`config.mk`:
```
export PLATFORM = sky130hd
export DESIGN_NAME = zipdec_utf8
export DESIGN_NICKNAME = d
export VERILOG_FILES = /design/src/rtl/zipdec_pkg.sv /design/src/rtl/zipdec_utf8.sv
export SDC_FILE = /design/constraint.sdc
export NUM_CORES = 1
export LEC_CHECK = 0
export ABC_AREA = 1
export BUFFER_PORTS_ARGS = -buffer_cell sky130_fd_sc_hd__clkbuf_2
export CAP_MARGIN = 10
export CORE_AREA = 2 2 39 41
export DETAILED_ROUTE_END_ITERATION = 7
export DIE_AREA = 0 0 41 43
export PLACE_DENSITY_LB_ADDON = 0.3
export RECOVER_POWER = 25
export SLEW_MARGIN = 20
export SYNTH_ARGS = -nofsm -noshare
export SYNTH_HDL_FRONTEND = slang
export SYNTH_SLANG_ARGS = --single-unit
```
`constraint.sdc`:
```
create_clock -name vclk -period 0.8
set_input_delay 0.04 -clock vclk [all_inputs]
set_output_delay 0.04 -clock vclk [all_outputs]
set_load 0.005 [all_outputs]
```
`src/rtl/zipdec_pkg.sv`:
```
`timescale 1ns / 1ps
// Shared types and constants for the legacy ZIP stream decryptor.
// Used by every module under rtl; depends on nothing.
package zipdec_pkg;

    localparam int unsigned TableDepth = 256;
    localparam int unsigned TabAw      = $clog2(TableDepth);
    localparam int unsigned WordW      = 32;

    localparam logic [WordW-1:0] KEY_A_INIT = 32'd305419896;
    localparam logic [WordW-1:0] KEY_B_INIT = 32'd591751049;
    localparam logic [WordW-1:0] KEY_C_INIT = 32'd878082192;
    localparam logic [WordW-1:0] KEY_B_MULT = 32'd134775813;

    typedef enum logic [1:0] {
        REQ_LOAD     = 2'd0,
        REQ_START    = 2'd1,
        REQ_PASSWORD = 2'd2,
        REQ_CIPHER   = 2'd3
    } t_req_type;

    typedef struct packed {
        t_req_type          req_type;
        logic [TabAw-1:0]   table_index;
        logic [WordW-1:0]   table_word;
        logic [7:0]         data_byte;
        logic               last;
    } t_in_item;

    typedef struct packed {
        logic [7:0] plain_byte;
        logic       utf8_ok;
        logic       end_of_text;
    } t_out_item;

    // UTF-8 check state: continuation bytes still expected, sticky violation
    typedef struct packed {
        logic [1:0] pending;
        logic       viol;
    } t_utf8_st;

    typedef enum logic [2:0] {
        ST_IDLE,
        ST_KSTREAM,
        ST_DECRYPT,
        ST_KEYA,
        ST_KEYB_MUL,
        ST_KEYB_ADD,
        ST_KEYC
    } t_state;

endpackage

```
`src/rtl/zipdec_utf8.sv`:
```
`timescale 1ns / 1ps
// UTF-8 plausibility step: next check state for one plain byte.
// Accepts 1-, 2- and 3-byte sequences only. Depends on zipdec_pkg.
module zipdec_utf8 (
    input  zipdec_pkg::t_utf8_st i_st,
    input  logic [7:0]           i_byte,
    output zipdec_pkg::t_utf8_st o_st
);
    import zipdec_pkg::*;

    always_comb begin
        o_st = i_st;
        if (i_st.pending != 2'd0) begin
            // expect 10xxxxxx; count down either way
            if (i_byte[7:6] != 2'b10) begin
                o_st.viol = 1'b1;
            end
            o_st.pending = i_st.pending - 2'd1;
        end else if (i_byte[7]) begin
            if (i_byte[7:5] == 3'b110) begin
                o_st.pending = 2'd1;
            end else if (i_byte[7:4] == 4'b1110) begin
                o_st.pending = 2'd2;
            end else begin
                o_st.viol = 1'b1;
            end
        end
    end

endmodule

```
==> impl_metrics.json <==
{
  "nNetsFinal": 42,
  "grt_max_degree": 4,
  "power_w": 0.0000594,
  "grt_pass1_vias": 103,
  "seqPwrFrac": 0,
  "synthAdderAreaFrac": 0,
  "fin_setup_tns_ns": 0,
  "p_leak_nw": 0.0912,
  "layout_commonest_cell": "clkbuf_2",
  "yosys.area_share.simple": 0.515,
  "num_antenna_cells": 0,
  "die_area_um2": 1760,
  "synthesis.area_um2": 85.1,
  "ant_nets": 0,
  "p_switching_w": 0.0000305,
  "endpoint_kind": "output pin",
  "p_clk_frac": 0,
  "period_share": 0.821,
  "critPathKind": "primary input to output pin",
  "post_cts_resized": 0,
  "ys_warn_count": 0,
  "cp_data_arrival_time_ns": 0.62,
  "grt-ovfl-total": 0,
  "stdcell_area_um2": 151,
  "seq_cell_count": 0,
  "final_cell_mix": "clkbuf_2 (10), nand2_1 (6), inv_1 (3)",
  "timing.fmax_ghz": 1.52,
  "drive_gt1_frac": 0.483,
  "ys_types": 11,
  "crit_fanout": 2,
  "die_x_um": 41,
  "regArea_um2": 0,
  "vias_per_cell": 3.07,
  "die_h_um": 43,
  "post-cts-setup-buffer-count": 0,
  "power_density_nw_per_um2": 392,
  "wl_um": 251,
  "num-clock-buffers": 0,
  "drv_cap": 0,
  "synth_compound_area_frac": 0.221,
  "ioPinCount": 14,
  "hold_buffers": 0,
  "synth_nets": 30,
  "drt-wirelength-per-cell_um": 5.58,
  "combPwrFrac": 1.000,
  "seq_area_frac_synth": 0,
  "globalRouteTotalUtil": 0.0240,
  "placed_cell_area_um2": 155,
  "area_delta_synth_final_pct": 77.9,
  "max-slew-margin-rel": 0.920,
  "drv_slew": 0,
  "worst_slew_pin_slew_ns": 0.120,
  "fillCellCount": 176,
  "internal_power_w": 0.0000289,
  "core_area_um2": 1380,
  "rows": 14,
  "drc": 0,
  "num_vias": 138,
  "grt_pass1_wl_um": 324,
  "p_sw_frac": 0.514,
  "gp_congestion": 0.642,
  "syn_inst": 19,
  "io_buffers": 10,
  "status": "complete, no violations",
  "finalSetupViolations": 0,
  "required_ns": 0.76,
  "drtIter0Drc": 0,
  "synthMuxAreaShare": 0,
  "period_needed_ns": 0.657,
  "dr.pass1.iters": 1,
  "hp-class": "primary input to output pin",
  "synth_top_family_by_area": "simple AND/OR/NAND/NOR gates",
  "synthXorXnorAreaFrac": 0,
  "rsz0062_at_grt": "false",
  "cp-start-kind": "primary input",
  "vdd_drop_max_mv": 0.0493,
  "start_util": 0.0615,
  "finalHoldViolCount": 0,
  "syn_avg_cell_area_um2": 4.48,
  "grt_antenna_before_repair": 0
}
power groups by stage:
stage          clock network (W)  registers, W  logic [W]
5_1_grt                        0             0  0.0000666
3_5_place_dp                   0             0  0.0000632
6_report                       0             0  0.0000594
4_1_cts                        0             0  0.0000634
2_1_floorplan                  0             0  0.0000295
3_3_place_gp                   0             0  0.0000618
stage by stage:
stage / std cells / hold slack [ns] / setup WS (ns) / util
6_report: 45 / 0.323 / 0.143 / 0.109
5_1_grt: 45 / 0.334 / 0.0593 / 0.109
4_1_cts: 45 / 0.325 / 0.137 / 0.112
3_5_place_dp: 45 / 0.325 / 0.138 / 0.112
3_3_place_gp: 45 / 0.322 / 0.154 / 0.112
2_1_floorplan: 19 / 0.0981 / 0.397 / -
worst max-delay path: stages:
cell and delay, ns:
clkbuf_2 0.08, clkinv_1 0.06, nor2_1 0.09, nand2_1 0.08, o21ai_1 0.13, clkbuf_2 0.13
layer usage:
layer,share of wire,GRT usage,wire (um)
met1,0.36,0.0316,91
met2,0.53,0.0438,133
met3,0.10,0,25
met4,0,0,0
met5,0,0,0
cells by family after synthesis:
logic type | count (synthesis)
AND/OR/NAND/NOR | 10
buffers and inverters | 6
AO/OA/AOI/OAI | 3
area by class of cell:
type | count | area [um^2] | area share
multi-input cells | 13 | 58.8 | 0.388
repair buffers | 10 | 50.0 | 0.331
inverters | 6 | 22.5 | 0.149
well taps | 16 | 20.0 | 0.132
synthesized netlist by cell type:
library cell	count	area, um^2
nand2_1	6	22.5
inv_1	3	11.3
inv_2	2	7.51
a21oi_1	1	5.00
a21oi_2	1	8.76
clkinv_1	1	3.75
nand2_2	1	6.26
nand3_1	1	5.00
nor2_1	1	3.75
nor2_2	1	6.26
o21ai_1	1	5.00
worst paths after layout:
check | startpoint | depth (start not counted) | to | slack [ns]
setup / recovery | i_byte[5] | 6 | o_st[2] | 0.14
hold / removal | i_st[1] | 3 | o_st[1] | 0.32
Power figures use the tool's default switching activity.
