### src/rtl/zipdec_pkg.sv
`timescale 1ns / 1ps
// Shared types and constants for the legacy ZIP stream decryptor.
// Used by every module under rtl; depends on nothing.
package zipdec_pkg;

    localparam int unsigned TableDepth = 256;
    localparam int unsigned TabAw      = $clog2(TableDepth);
    localparam int unsigned WordW      = 32;

    localparam logic [WordW-1:0] KEY_A_INIT = 32'd305419896;
    localparam logic [WordW-1:0] KEY_B_INIT = 32'd591751049;
    localparam logic [WordW-1:0] KEY_C_INIT = 32'd878082192;
    localparam logic [WordW-1:0] KEY_B_MULT = 32'd134775813;

    typedef enum logic [1:0] {
        REQ_LOAD     = 2'd0,
        REQ_START    = 2'd1,
        REQ_PASSWORD = 2'd2,
        REQ_CIPHER   = 2'd3
    } t_req_type;

    typedef struct packed {
        t_req_type          req_type;
        logic [TabAw-1:0]   table_index;
        logic [WordW-1:0]   table_word;
        logic [7:0]         data_byte;
        logic               last;
    } t_in_item;

    typedef struct packed {
        logic [7:0] plain_byte;
        logic       utf8_ok;
        logic       end_of_text;
    } t_out_item;

    // UTF-8 check state: continuation bytes still expected, sticky violation
    typedef struct packed {
        logic [1:0] pending;
        logic       viol;
    } t_utf8_st;

    typedef enum logic [2:0] {
        ST_IDLE,
        ST_KSTREAM,
        ST_DECRYPT,
        ST_KEYA,
        ST_KEYB_MUL,
        ST_KEYB_ADD,
        ST_KEYC
    } t_state;

endpackage

### src/rtl/zipdec_mul.sv
`timescale 1ns / 1ps
// Shared 32 x 32 multiplier, low word kept, product registered.
// Serves both the keystream square and the key_b update. Depends on zipdec_pkg.
module zipdec_mul (
    input  logic                         i_clk,
    input  logic [zipdec_pkg::WordW-1:0] i_a,
    input  logic [zipdec_pkg::WordW-1:0] i_b,
    output logic [zipdec_pkg::WordW-1:0] o_prod
);
    import zipdec_pkg::*;

    logic [WordW-1:0] r_prod;

    always_ff @(posedge i_clk) begin
        r_prod <= i_a * i_b;
    end

    assign o_prod = r_prod;

endmodule

### config.mk
export PLATFORM = sky130hd
export DESIGN_NAME = zipdec_mul
export DESIGN_NICKNAME = d
export VERILOG_FILES = /design/src/rtl/zipdec_pkg.sv /design/src/rtl/zipdec_mul.sv
export SDC_FILE = /design/constraint.sdc
export NUM_CORES = 1
export LEC_CHECK = 0
export BUFFER_PORTS_ARGS = -buffer_cell sky130_fd_sc_hd__buf_2
export CAP_MARGIN = 0
export CORE_ASPECT_RATIO = 0.5
export CORE_MARGIN = 4
export CORE_UTILIZATION = 58
export DETAILED_ROUTE_END_ITERATION = 16
export GPL_TIMING_DRIVEN = 1
export PLACE_DENSITY = 0.8
export RECOVER_POWER = 50
export SYNTH_ARGS = -nofsm -noshare
export SYNTH_HDL_FRONTEND = slang
export SYNTH_SLANG_ARGS = --single-unit
export TNS_END_PERCENT = 5
### constraint.sdc
create_clock -name i_clk -period 6 [get_ports i_clk]
set_input_delay 0 -clock i_clk [delete_from_list [all_inputs] [get_ports i_clk]]
set_output_delay 0 -clock i_clk [all_outputs]
set_load 0.005 [all_outputs]
==> results of run 1 <==
## how the worst max path moves through the flow
stage                       to  slack (ns)
floorplan           o_prod[30]       0.009
global placement    o_prod[30]       -0.30
detailed placement  o_prod[30]       -0.52
CTS                 o_prod[30]      -0.009
global route        o_prod[29]       -0.16
finish              o_prod[30]       -0.04
## kinds of logic after synthesis
| kind of cell | share of synthesized area |
|---|---|
| AOI/OAI and AO/OA | 0.0319 |
| xor gates and xnor gates | 0.0459 |
| adders and majority gates | 0.592 |
| buffers and inverters | 0.102 |
| DFF | 0.0391 |
| and+or+nand+nor | 0.190 |
## placed cells by master, fill, tap and decap left out, types with 2 or more instances in the layout
master and instances:
fa_1 394, and2_1 360, inv_1 359, buf_4 178, nand2_1 176, ha_1 113, buf_2 73, xnor2_1 68
dfxtp_1 32, xor2_1 17, a21oi_1 16, buf_6 16, fa_2 14, clkbuf_1 13, a21oi_2 9, nor2_1 9
ha_4 9, buf_12 8, and2_4 7, o21ai_1 7, o21ai_0 7, a21o_1 7, o21bai_1 5, clkbuf_16 5
nand4_1 4, nand3_1 4, inv_2 3, nand2_2 3, nor3_1 3, a31oi_2 3, o21a_1 3, o21ai_2 2
a211o_1 2, a211oi_1 2, a21boi_2 2, nor2b_1 2, buf_8 2
## metrics by stage
step | setup TNS (ns) | cells | setup WS [ns]
after floorplan | 0 | 1745 | 0.00862
after global placement | -2.86 | 2331 | -0.305
after detailed placement | -5.52 | 2331 | -0.520
after CTS | -0.00882 | 2340 | -0.00882
after global routing | -0.908 | 2344 | -0.164
final | -0.0350 | 2344 | -0.0350
## worst max-delay path, stage by stage
cell      delay, ns
buf_8          0.13
buf_6          0.14
buf_4          0.15
and2_4         0.14
fa_2           0.56
inv_1          0.05
fa_2           0.34
fa_1           0.50
fa_2           0.58
inv_1          0.06
fa_1           0.54
ha_4           0.21
fa_1           0.48
fa_1           0.59
ha_4           0.24
a21oi_2        0.15
o21ai_1        0.11
a2111o_1       0.41
a21oi_4        0.23
o211ai_2       0.15
a31o_1         0.22
a21oi_2        0.13
xnor2_1        0.13
## final cells by class
type	instances	area [µm²]
Clock buffer	6	129
Timing Repair Buffer	291	2130
Tap cell	382	478
Clock inverter	1	5.00
Sequential cell	32	641
Antenna cell	1	2.50
Fill cell	2040	8630
Inverter	362	1360
Multi-Input combinational cell	1269	14400
## layer usage
layer | part of all wire | routed length, µm | GRT usage | vias to the layer above
li1 | - | - | - | 5491
met1 | 0.39 | 17400 | 0.398 | 6472
met2 | 0.48 | 21600 | 0.498 | 633
met3 | 0.081 | 3650 | 0.0482 | 160
met4 | 0.051 | 2300 | 0.126 | 4
met5 | 0.00056 | 25 | 0 | -
## timing repair
item,4_1_cts,5_1_grt
buffers inserted,2,3
gates resized for setup,22,81
pin swaps,13,51
setup endpoints to repair,11,16
==> PnR_summary.wiki, run 1 <==
{| class="wikitable"
! Metric !! Value
|-
| Outcome || complete, but fails checks
|-
| Failing checks || negative setup slack
|-
| Fin. Hold Viols || 0
|-
| Root buffer cell || clkbuf_16
|-
| Total half-perimeter wirelength after legalization and detailed placement || roughly 38000 µm
|-
| EDFF count, synth || 0
|-
| Largest net degree at the start of global routing || 22
|-
| H-Tree Level Count || 2
|-
| Total vias in the final route || ~13000
|-
| Seq/Total Area, Yosys || 0.0391
|-
| Final Routed Wirelength || between 40000 and 50000 µm
|-
| Post-route setup slack || -0.0350 ns
|-
| Final-report setup violation count || 1
|-
| #FFs+latches synth || 32
|-
| Cell variety after synth || 38
|-
| Vertical extent of the die || between 100 and 150 µm
|-
| Highest Clock Rate || around 170 MHz
|-
| Launching element type of the critical path || primary input
|-
| First-pass GRT wire length || slightly above 70000 µm
|-
| Number of flip-flops under the largest register name || 32
|-
| Worst max-slew margin expressed relative to the limit || 0.381
|-
| Pre-Repair DR Iteration Count || 5
|-
| RSZ-0062 raised after global routing || true
|-
| Number of violations of the max-capacitance limit || 0
|-
| Post-detailed-placement cell area || approximately 19000 µm²
|-
| Routed WL per cell || slightly below 20 µm
|-
| Starting DRC count in detailed routing || between 900 and 1000
|-
| Min-delay src || i_a[0]
|-
| Share of Yosys cell area claimed by the top area cell type || 0.498
|-
| P&R area growth vs syn || 16.7%
|-
| GRT Util Overall || 0.300
|-
| Final net count || approximately 2600
|-
| Cell area after synthesis || 16400 µm²
|-
| Crit Path Category || in -> reg
|-
| Category of the worst setup path capture point || register
|-
| Post-route design area || about 19000 µm²
|-
| Transition time at the pin with the least slew margin || around 0.93 ns
|-
| Hold-fix buffer count after cts || 0
|-
| Arrival time at the worst endpoint || about 6.3 ns
|-
| Predominant post-synthesis flop cell || dfxtp_1
|-
| Number of max-slew violations in the final report || 0
|-
| Shortest clock period the worst path allows after layout || a little over 6 ns
|-
| Maximum root-to-sink buffer count || 2
|-
| Synth Net Count || approximately 2300
|-
| CP max FO || 15
|-
| Grt total ovfl || 0
|-
| Most frequent cell after synthesis || fa_1
|-
| Min-delay worst type || in -> reg
|-
| Layout cell share with drive strength beyond 1 || 0.178
|-
| Count of buffers inserted at the top-level ports || 96
|-
| Top cell type by total area after synthesis || fa_1
|-
| Antenna violations before repair || 3
|-
| Clock sinks || 32
|-
| Number of CTS-inserted buffers || 5
|-
| Async set-or-reset flop fraction in the synthesized netlist || 0
|-
| Number of standard-cell rows in the floorplan || 43
|-
| Total of warnings raised by yosys || 0
|-
| Clock transition at path regs || roughly 0.06 ns
|-
| Area enclosed by the die boundary || about 31000 µm²
|-
| DIE WIDTH || around 250 µm
|-
| GPL Wtd Cong || between 0.9 and 1
|-
| Cell depth of the worst min-delay path || 2
|-
| # DRC || 0
|-
| Cells taking the most area after synthesis || fa_1 (50%), and2_1 (14%), ha_1 (9.4%)
|-
| Critical path data required time || approximately 6.2 ns
|-
| Most common library cells after synthesis || fa_1 (408), and2_1 (367), inv_1 (362)
|-
| Synthesized area per cell || roughly 9.4 µm²
|-
| Final critical-path share of the clock period || 1.01
|-
| I/O pin count || a little under 100
|-
| Antenna Violating Nets Remaining || 0
|-
| Hold path endpoint || o_prod[0]
|-
| Area of the core region || 27800 µm²
|-
| Startpoint of the worst setup timing path || i_b[2]
|-
| Count of mapped cells out of synthesis || 1745
|-
| Clock tree from TritonCTS || built
|-
| Initial standard-cell utilization of the core || 0.591
|-
| Vias in the first global route || 13900
|-
| Worst hold margin || approximately 0.21 ns
|-
| Core Util, Final || 0.689
|-
| Drt via density || ~5.4
|}
Power of run 1 is left out: the tool's default activity adds up to more than one toggle a clock period on the data nets, which glitch-free logic cannot reach.
==> run 2, diff against run 1 <==
- CELL_PAD_IN_SITES_DETAIL_PLACEMENT: default -> 1
- CELL_PAD_IN_SITES_GLOBAL_PLACEMENT: default -> 1
- CORE_UTILIZATION: 58 -> 34
- PLACE_DENSITY: 0.8 -> default
- PLACE_DENSITY_LB_ADDON: default -> 0.1
==> PnR_summary.wiki, run 2 (same netlist as run 1, synthesis figures left out) <==
{| class="wikitable"
! Metric !! Value
|-
| Outcome || complete, but fails checks
|-
| Failing checks || negative setup slack
|-
| Antenna diode count || 0 (-1)
|-
| First-pass GRT wire length || 83900 µm (+16%)
|-
| Clock transition at path regs || 0.08 ns (+0.02 ns)
|-
| # DRC || 0 (unchanged)
|-
| Pre-Repair DR Iteration Count || 5 (unchanged)
|-
| Delay of the slowest cell on the worst path || 0.58 ns (about the same)
|-
| Hold-fix buffer count after cts || 0 (unchanged)
|-
| Number of max-slew violations in the final report || 0 (unchanged)
|-
| Final Routed Wirelength || 52100 µm (+16%)
|-
| Shortest clock period the worst path allows after layout || 6.04 ns (+0.00383 ns)
|-
| Number of placed cells counting well taps || 2610 (+12%)
|-
| RSZ-0062 raised after global routing || true
|-
| Filler cells || 5422 (+170%)
|-
| Count of buffers inserted at the top-level ports || 96 (unchanged)
|-
| Crit Path Category || in -> reg
|-
| DIE WIDTH || 319 µm (+30%)
|-
| H-Tree Level Count || 2 (unchanged)
|-
| Drt via density || 4.59 (-16%)
|-
| Min-delay worst type || in -> reg
|-
| Most frequent cells in the layout || fa_1 (395), and2_1 (359), inv_1 (358)
|-
| CP max FO || 7 (-8)
|-
| Worst hold margin || 0.294 ns (+0.0812 ns)
|-
| Clock tree from TritonCTS || built
|-
| Antenna violations before repair || 4 (+1)
|-
| Number of standard-cell rows in the floorplan || 56 (+30%)
|-
| Total vias in the final route || 12100 (-5.3%)
|-
| P&R area growth vs syn || 21.9%
|-
| Dominant delay contributor by cell family on the critical path || adder cells
|-
| Layout cell share with drive strength beyond 1 || 0.192 (+0.0137)
|-
| Number of buffers and inverters on the critical path || 4 (-1)
|-
| Post-route setup slack || -0.0388 ns (-0.00383 ns)
|-
| Fin. Hold Viols || 0 (unchanged)
|-
| Routed WL per cell || 19.8 µm (+2.9%)
|-
| Cell repeated most along the worst path || fa_1
|-
| GRT Util Overall || 0.212 (-0.0879)
|-
| Vertical extent of the die || 163 µm (+29%)
|-
| Final critical-path share of the clock period || 1.01 (about the same)
|-
| Final standard cell count with taps included and fillers excluded || 2636 (+12%)
|-
| Grt total ovfl || 0 (unchanged)
|-
| Maximum root-to-sink buffer count || 2 (unchanged)
|-
| Number of violations of the max-capacitance limit || 0 (unchanged)
|-
| Largest net degree at the start of global routing || 22 (unchanged)
|-
| Arrival time at the worst endpoint || 6.23 ns (-0.03 ns)
|-
| Number of CTS-inserted buffers || 5 (unchanged)
|-
| Worst max-slew margin expressed relative to the limit || 0.572 (+0.191)
|-
| Number of flip-flops under the largest register name || 32 (unchanged)
|-
| Final-report setup violation count || 1 (unchanged)
|-
| Highest Clock Rate || 166 MHz (about the same)
|-
| Clock sinks || 32 (unchanged)
|-
| Area enclosed by the die boundary || 52000 µm² (+67%)
|-
| Total half-perimeter wirelength after legalization and detailed placement || 45400 µm (+19%)
|-
| Critical path data required time || 6.19 ns (-0.04 ns)
|-
| Transition time at the pin with the least slew margin || 0.642 ns (-0.286 ns)
|-
| Antenna Violating Nets Remaining || 0 (unchanged)
|-
| I/O pin count || 97 (unchanged)
|-
| Starting DRC count in detailed routing || 411 (-59%)
|-
| Category of the worst setup path capture point || register
|-
| Launching element type of the critical path || primary input
|-
| Final net count || 2593 (+1.4%)
|-
| Cell with the largest stage delay on the worst path || fa_2
|-
| Area of the core region || 47200 µm² (+70%)
|-
| Initial standard-cell utilization of the core || 0.347 (-0.244)
|-
| GPL Wtd Cong || 0.806 (-16%)
|-
| Commonest non-fill, non-tap cell in the layout || fa_1
|-
| Vias in the first global route || 14400 (+3.7%)
|-
| Critical path, cell by cell || buf_4 > buf_12 > and2_1 > fa_2 > fa_1 > fa_1 > inv_1 > fa_1 > inv_1 > fa_1 > fa_1 > fa_1 > fa_1 > ha_4 > and4_4 > nand3_2 > nand3b_1 > a2bb2oi_2 > o211ai_2 > a31o_1 > a21oi_2 > xnor2_1
|-
| Root buffer cell || clkbuf_16
|}
run 2: cell count changes in the layout (fill, tap and decap cells not counted), sizes merged:
cell and change:
buf +31, diode -1, clkbuf +4, bufinv +1, clkinvlp +1
run 2: worst paths after layout:
path | cells past startpoint | to | start | slack (ns)
worst max-delay path | 22 | o_prod[30] | i_a[14] | -0.04
worst min-delay path | 3 | o_prod[0] | i_a[0] | 0.29
run 2: repair_timing:
action / in CTS / in global routing
endpoints found under the hold margin: 0 / 0
endpoints found under the setup margin: 15 / 16
buffers inserted: 13 / 4
cloned: 0 / 1
pin swaps: 59 / 32
gates resized for setup: 73 / 49
run 2: through the flow:
| step | setup TNS [ns] | utilization | instance area (µm²) | setup WS, ns |
|---|---|---|---|---|
| after floorplan | 0 | - | 16400 | 0.00862 |
| after global placement | -7.20 | 0.406 | 19200 | -0.693 |
| after detailed placement | -8.09 | 0.406 | 19200 | -0.739 |
| after CTS | -0.0548 | 0.418 | 19700 | -0.0414 |
| after global routing | -1.27 | 0.423 | 20000 | -0.237 |
| final | -0.0388 | 0.423 | 20000 | -0.0388 |
run 2: layout make-up:
| class | instances | area, µm² | share of cell area |
|---|---|---|---|
| multi-input cells | 1269 | 14500 | 0.723 |
| repair buffers | 327 | 2570 | 0.129 |
| inverters | 362 | 1360 | 0.0680 |
| well taps | 638 | 798 | 0.0399 |
| flip-flops and latches | 32 | 641 | 0.0320 |
| clock buffers | 5 | 125 | 0.00626 |
| clock inverters | 3 | 42.5 | 0.00213 |
run 2: layer usage:
layer  share of wire  routed length (µm)  vias to the layer above  GRT usage
met5               0                   0                        -          0
met4           0.021                1100                        0     0.0457
met3           0.028                1470                       50     0.0239
met2            0.48               25200                      138      0.370
met1            0.47               24300                     6339      0.287
li1                -                   -                     5562          -
Power of run 2 is left out for the same reason.
